==> config.mk <==
export PLATFORM = sky130hd
export DESIGN_NAME = command_frame_builder_crc8
export DESIGN_NICKNAME = d
export VERILOG_FILES = /design/src/hw/rtl/cfb_pkg.sv /design/src/hw/rtl/cfb_cfg_regs.sv /design/src/hw/rtl/command_frame_builder_crc8.sv
export SDC_FILE = /design/constraint.sdc
export NUM_CORES = 1
export LEC_CHECK = 0
export BUFFER_PORTS_ARGS = -buffer_cell sky130_fd_sc_hd__buf_2
export CORE_MARGIN = 2
export CORE_UTILIZATION = 40
export DETAILED_ROUTE_END_ITERATION = 10
export PLACE_DENSITY = 0.57
export SLEW_MARGIN = 20
export SYNTH_ARGS = -nofsm -noshare
export SYNTH_HDL_FRONTEND = slang
export SYNTH_SLANG_ARGS = --single-unit
==> constraint.sdc <==
create_clock -name clk_i -period 6.5 [get_ports clk_i]
set_input_delay 1.95 -clock clk_i [delete_from_list [all_inputs] [get_ports clk_i]]
set_output_delay 1.95 -clock clk_i [all_outputs]
set_load 0.01 [all_outputs]
==> src/hw/rtl/cfb_pkg.sv <==
`timescale 1ns / 1ps
// ----------------------------------------------------------------------------
// cfb_pkg
// Shared types, constants and the CRC-8 byte update for the command frame
// builder.
// ----------------------------------------------------------------------------
package cfb_pkg;

  // Frame geometry
  localparam int unsigned FrameLen = 8;
  localparam int unsigned SlotW    = $clog2(FrameLen);

  // Byte slots within a frame
  localparam logic [SlotW-1:0] SlotStart = 3'd0;
  localparam logic [SlotW-1:0] SlotCmd   = 3'd1;
  localparam logic [SlotW-1:0] SlotData0 = 3'd2;
  localparam logic [SlotW-1:0] SlotData1 = 3'd3;
  localparam logic [SlotW-1:0] SlotData2 = 3'd4;
  localparam logic [SlotW-1:0] SlotData3 = 3'd5;
  localparam logic [SlotW-1:0] SlotCrc   = 3'd6;
  localparam logic [SlotW-1:0] SlotEnd   = 3'd7;

  // Configuration register map
  localparam int unsigned      CfgIdxW     = 8;
  localparam logic [CfgIdxW-1:0] RegStartByte = 8'd0;
  localparam logic [CfgIdxW-1:0] RegEndByte   = 8'd1;

  localparam logic [7:0] StartReset = 8'h41;  // 'A'
  localparam logic [7:0] EndReset   = 8'h42;  // 'B'

  // Reflected Dallas/Maxim polynomial
  localparam logic [7:0] CrcPoly = 8'h8C;

  typedef struct packed {
    logic [7:0] start_byte;
    logic [7:0] end_byte;
  } cfg_t;

  // One byte of CRC-8, LSB first
  function automatic logic [7:0] crc8_update(logic [7:0] crc, logic [7:0] data);
    logic [7:0] c;
    logic [7:0] d;
    logic       mix;
    c = crc;
    d = data;
    for (int b = 0; b < 8; b++) begin
      mix = c[0] ^ d[0];
      c   = {1'b0, c[7:1]};
      if (mix) begin
        c = c ^ CrcPoly;
      end
      d = {1'b0, d[7:1]};
    end
    return c;
  endfunction

endpackage

==> src/hw/rtl/cfb_cfg_regs.sv <==
`timescale 1ns / 1ps
// ----------------------------------------------------------------------------
// cfb_cfg_regs
// Start and end marker registers, written over the configuration channel.
// Writes to an unknown index are dropped.
// ----------------------------------------------------------------------------
module cfb_cfg_regs (
  input  logic                         clk_i,
  input  logic                         rst_ni,
  input  logic                         cfg_valid_i,
  output logic                         cfg_ready_o,
  input  logic [cfb_pkg::CfgIdxW-1:0]  cfg_index_i,
  input  logic [7:0]                   cfg_data_i,
  output cfb_pkg::cfg_t                cfg_o
);

  cfb_pkg::cfg_t cfg_d, cfg_q;
  logic          wr_en;

  // Always able to take a write
  assign cfg_ready_o = 1'b1;
  assign wr_en       = cfg_valid_i && cfg_ready_o;

  // Register decode
  always_comb begin
    cfg_d = cfg_q;
    if (wr_en) begin
      if (cfg_index_i == cfb_pkg::RegStartByte) begin
        cfg_d.start_byte = cfg_data_i;
      end else if (cfg_index_i == cfb_pkg::RegEndByte) begin
        cfg_d.end_byte = cfg_data_i;
      end
    end
  end

  always_ff @(posedge clk_i or negedge rst_ni) begin
    if (!rst_ni) begin
      cfg_q.start_byte <= cfb_pkg::StartReset;
      cfg_q.end_byte   <= cfb_pkg::EndReset;
    end else begin
      cfg_q <= cfg_d;
    end
  end

  assign cfg_o = cfg_q;

endmodule

==> src/hw/rtl/command_frame_builder_crc8.sv <==
`timescale 1ns / 1ps
// ----------------------------------------------------------------------------
// command_frame_builder_crc8
// Turns a command byte and a 32-bit data word into an eight-byte frame.
// ----------------------------------------------------------------------------
// Each accepted command yields eight bytes, one per output transfer: start
// marker, command, data word LSB first, CRC-8 (poly 0x8C reflected, init 0,
// no final xor, over command and data) and end marker, the last flagged by
// is_last_o. The single 8-bit output port sets the command rate. A command
// is held in an input register and the next one is taken in the same cycle
// the end marker is loaded into the output register, so frames stream back
// to back with no gap; from idle a command is loaded into the input register
// and its first byte then into the output register. The CRC is built up one
// byte per cycle as the bytes are loaded and holds while the output stalls.
// The user must change markers only while the block is idle (not enforced).
// ----------------------------------------------------------------------------
module command_frame_builder_crc8 (
  input  logic                         clk_i,
  input  logic                         rst_ni,
  // Command input
  input  logic                         in_valid_i,
  output logic                         in_stall_o,
  input  logic [7:0]                   command_i,
  input  logic [31:0]                  payload_i,
  // Frame output
  output logic                         out_valid_o,
  input  logic                         out_stall_i,
  output logic [7:0]                   frame_byte_o,
  output logic                         is_last_o,
  // Configuration writes
  input  logic                         cfg_valid_i,
  output logic                         cfg_ready_o,
  input  logic [cfb_pkg::CfgIdxW-1:0]  cfg_index_i,
  input  logic [7:0]                   cfg_data_i
);

  cfb_pkg::cfg_t cfg;

  logic                      item_valid_d, item_valid_q;
  logic [7:0]                cmd_q;
  logic [31:0]               payload_q;
  logic [cfb_pkg::SlotW-1:0] slot_d, slot_q;
  logic [7:0]                crc_d, crc_q;
  logic                      out_valid_d, out_valid_q;
  logic [7:0]                byte_d, byte_q;
  logic                      last_d, last_q;

  logic in_xfer;
  logic advance;
  logic frame_done;

  // Marker registers
  cfb_cfg_regs u_cfg_regs (
    .clk_i       (clk_i),
    .rst_ni      (rst_ni),
    .cfg_valid_i (cfg_valid_i),
    .cfg_ready_o (cfg_ready_o),
    .cfg_index_i (cfg_index_i),
    .cfg_data_i  (cfg_data_i),
    .cfg_o       (cfg)
  );

  // Handshake: load next byte when the output register is free or draining
  assign advance    = item_valid_q && (!out_valid_q || !out_stall_i);
  assign frame_done = advance && (slot_q == cfb_pkg::SlotEnd);
  assign in_stall_o = item_valid_q && !frame_done;
  assign in_xfer    = in_valid_i && !in_stall_o;

  // Byte select and running CRC
  always_comb begin
    byte_d = 8'h00;
    crc_d  = crc_q;
    unique case (slot_q)
      cfb_pkg::SlotStart: begin
        byte_d = cfg.start_byte;
      end
      cfb_pkg::SlotCmd: begin
        byte_d = cmd_q;
        crc_d  = cfb_pkg::crc8_update(8'h00, cmd_q);
      end
      cfb_pkg::SlotData0: begin
        byte_d = payload_q[7:0];
        crc_d  = cfb_pkg::crc8_update(crc_q, payload_q[7:0]);
      end
      cfb_pkg::SlotData1: begin
        byte_d = payload_q[15:8];
        crc_d  = cfb_pkg::crc8_update(crc_q, payload_q[15:8]);
      end
      cfb_pkg::SlotData2: begin
        byte_d = payload_q[23:16];
        crc_d  = cfb_pkg::crc8_update(crc_q, payload_q[23:16]);
      end
      cfb_pkg::SlotData3: begin
        byte_d = payload_q[31:24];
        crc_d  = cfb_pkg::crc8_update(crc_q, payload_q[31:24]);
      end
      cfb_pkg::SlotCrc: begin
        byte_d = crc_q;
      end
      cfb_pkg::SlotEnd: begin
        byte_d = cfg.end_byte;
      end
      default: begin
        byte_d = 8'h00;
      end
    endcase
    if (!advance) begin
      crc_d = crc_q;
    end
  end

  assign last_d = (slot_q == cfb_pkg::SlotEnd);

  // Control next state
  always_comb begin
    item_valid_d = item_valid_q;
    if (in_xfer) begin
      item_valid_d = 1'b1;
    end else if (frame_done) begin
      item_valid_d = 1'b0;
    end
    slot_d      = advance ? slot_q + cfb_pkg::SlotW'(1) : slot_q;
    out_valid_d = advance || (out_valid_q && out_stall_i);
  end

  // Control registers
  always_ff @(posedge clk_i or negedge rst_ni) begin
    if (!rst_ni) begin
      item_valid_q <= 1'b0;
      slot_q       <= cfb_pkg::SlotStart;
      out_valid_q  <= 1'b0;
    end else begin
      item_valid_q <= item_valid_d;
      slot_q       <= slot_d;
      out_valid_q  <= out_valid_d;
    end
  end

  // Payload registers
  always_ff @(posedge clk_i) begin
    if (in_xfer) begin
      cmd_q     <= command_i;
      payload_q <= payload_i;
    end
    crc_q <= crc_d;
    if (advance) begin
      byte_q <= byte_d;
      last_q <= last_d;
    end
  end

  assign out_valid_o  = out_valid_q;
  assign frame_byte_o = byte_q;
  assign is_last_o    = last_q;

endmodule

==> flow_summary.yaml <==
floorplan:
  die_h_um: 111
  initial_core_util_pct: 40.6
  ioPinCount: 73
  number_of_cell_rows: 39
  fp.dieW_um: 111
  die-area_um2: 12300
  area_of_the_core_um2: 11300
clocking:
  cts_tree: "done"
  clock_latency_ns: 0.35
  clk_pin_slew_ns: 0.05
  cts_root_buffer: "sky130_fd_sc_hd__clkbuf_16"
  cts_max_level: 3
  cts-root-to-sink-buffers: 2
  cts.hold.buffers_added: 0
  total_clock_buffers_created_by_cts: 9
  cts-resized-gates: 0
  post_cts_buffers: 0
  total_number_of_clock_tree_sinks: 78
logic_synthesis:
  synth_enable_flop_cells: 57
  post_synth_num_cell_types: 49
  synthAdderAreaFrac_pct: 2.46
  synth_compound_area_share_pct: 9.22
  combinational_family_with_the_most_area_after_synthesis: "XOR/XNOR gates"
  synth_ff_type: "sky130_fd_sc_hd__edfxtp_1"
  synth_xor_area_share_pct: 23.7
  mappedNetlistArea_um2: 4570
  synth.avg_cell_area_um2: 13.5
  mappedNetlistNets: 408
  yosys_register_bits: 78
  ys.warnings.count: 0
  synth_mux_area_share_pct: 6.46
  post_synth_and_or_nand_nor_area_fraction_pct: 5.83
  seq_area_frac_synth_pct: 49.0
  syn_inst: 338
  ys_async_sr_fraction_pct: 26.9
finish:
  final_layout_fill_cell_count: 1034
  layout.nets: 473
  layout.cells.non_filler: 551
  layout.core_utilization_pct: 47.1
  layout_cell_share_with_drive_strength_beyond_1_pct: 31.9
  syn_to_final_growth_pct: 16.0
  multi_input_area_um2: 2190
  diodes: 0
  ff_latch_area_um2: 2240
  layout_common_cells: "71 x sky130_fd_sc_hd__buf_2, 57 x sky130_fd_sc_hd__xnor2_1, 57 x sky130_fd_sc_hd__edfxtp_1"
  leading_cell_type_in_the_layout_fill_and_taps_excluded: "sky130_fd_sc_hd__buf_2"
worst_setup_path:
  worstPathRequired_ns: 4.55
  crit_fanout: 3
  timing.critical_path.mode_cell: "sky130_fd_sc_hd__nand2_1"
  crit_chain: "buf_2, nand2_1, nand2_1, nand2_1, inv_1, buf_2"
  crit_path_start_kind: "primary input"
  worstSetupPathType: "primary input to output pin"
  cp_max_stage_delay_ns: 0.13
  crit_family: "simple AND/OR/NAND/NOR gates"
  setup.worst_path.end_class: "output pin"
  path_buf_inv: 3
  critical_path.slowest_cell: "sky130_fd_sc_hd__buf_2"
  crit_arrival_ns: 2.49
timing:
  setup_viol: 0
  worst_slew_margin_rel_pct: 36.9
  hold_violations: 0
  rsz0062_at_grt: "false"
  finalMaxSlewViolations: 0
  period_minus_slack_ns: 4.44
  maxClockFrequency_ghz: 0.225
  transition_time_at_the_pin_with_the_least_slew_margin_ns: 0.946
  min_period_over_period_pct: 68.3
  setup-tns-final_ns: 0
  fin_worst_skew_ns: 0.00885
  final.hold.worst_slack_ns: 0.494
job:
  max-cap-violations: 0
drt:
  drt_first_pass_iters: 4
  routed_via_density: 5.25
  via_count: 2895
  number_of_remaining_drc_errors: 0
  drt_iter0_drc: 162
  postRouteWirelength_mm: 10.6
  final_antenna_net_count: 0
  detail_route.wl_per_cell_um: 19.2
grt:
  grt_overflow: 0
  grt_pass1_vias: 3011
  grt_max_degree: 41
  grt_first_pass_wirelength_mm: 16.8
  globalRouteTotalUtil_pct: 18.3
  antenna_found_initial: 0
run_status:
  status: "completed"
power_and_ir_drop:
  pwr_density_cell_nw_per_um2: 569
  power.static_leakage_nw: 2.15
  vdd_drop_max_uv: 276
  total_power_mw: 3.02
placement:
  numPortBuffers: 71
  placed_cells: 535
  dp_hpwl_mm: 7.79
  finalWeightedCongestion: 0.845
worst_hold_path:
  min_path_type: "register to register"
state kept, by name, summed over array words and instances, names as in the netlist:
name,flops
out_valid_o,1
cmd_q,8
u_cfg_regs.cfg_o,16
is_last_o,1
payload_q,32
frame_byte_o,8
slot_q,3
crc_q,8
item_valid_q,1
stage by stage:
stage | worst slack (ns) | area, um2
after floorplan | 2.32 | 4570
after global placement | 2.09 | 4990
after detailed placement | 2.05 | 4990
after CTS | 2.05 | 5310
after global routing | 1.98 | 5310
final | 2.06 | 5310
synthesized netlist by cell type, drive strengths merged (4+ instances only):
master   n  area, um2
nand2   29        109
edfxtp  57       1710
dfstp    4        105
xor2    14        123
nor2    12       45.0
inv      7       26.3
mux2    25        285
a41oi    6       52.6
o22ai    5       31.3
dfrtp   17        425
a22o     6       53.8
xor3     5        126
a222oi   7       70.1
and2     5       33.8
clkbuf  11       51.3
buf      5       35.0
ha       9        113
xnor3   14        322
a221oi   5       50.0
a21oi    5       25.0
a22oi    6       45.0
xnor2   58        516
final timing paths:
kind,from,to,slack (ns),cells past startpoint
setup reg to reg,slot_q[2]$_DFFE_PN0P_,frame_byte_o[5]$_DFFE_PP_,3.57,5
hold / removal,item_valid_q$_DFFE_PN0P_,out_valid_o$_DFF_PN0_,0.49,1
setup / recovery,out_stall_i,in_stall_o,2.06,6
min in group asynchronous,rst_ni,u_cfg_regs.cfg_o[0]$_DFFE_PN0P_,1.56,1
max in group asynchronous,rst_ni,u_cfg_regs.cfg_o[6]$_DFFE_PN1P_,4.57,1
hold reg to reg,item_valid_q$_DFFE_PN0P_,out_valid_o$_DFF_PN0_,0.49,1
where the power goes:
part	internal (mW)	leakage, nW	switching [mW]
Clock	0.325	0.159	0.195
Combinational	0.879	1.20	0.807
Sequential	0.686	0.789	0.125
kinds of logic (layout without fill, tap and decap cells):
| kind of cell | after synthesis | in the layout |
|---|---|---|
| flip-flops | 78 | 78 |
| multiplexers | 26 | 26 |
| other | 1 | 1 |
| buffers and inverters | 24 | 94 |
| XOR/XNOR | 91 | 91 |
| adder cells (fa/ha/maj) | 9 | 9 |
| AO/OA/AOI/OAI | 53 | 53 |
| AND/OR/NAND/NOR | 56 | 56 |
area by class of cell:
cell class,instances,share of cell area [%]
Timing Repair Buffer,71,6.70
Inverter,7,0.495
Multi-Input combinational cell,236,41.2
Tap cell,143,3.37
Clock inverter,2,0.189
Sequential cell,78,42.3
Clock buffer,14,5.78
routing by layer:
layer	track usage [%]	routed length [um]
met1	24.0	4720
met2	29.4	5100
met3	4.37	523
met4	7.50	229
met5	0	0
No activity file was read; power rests on OpenSTA's default activity.
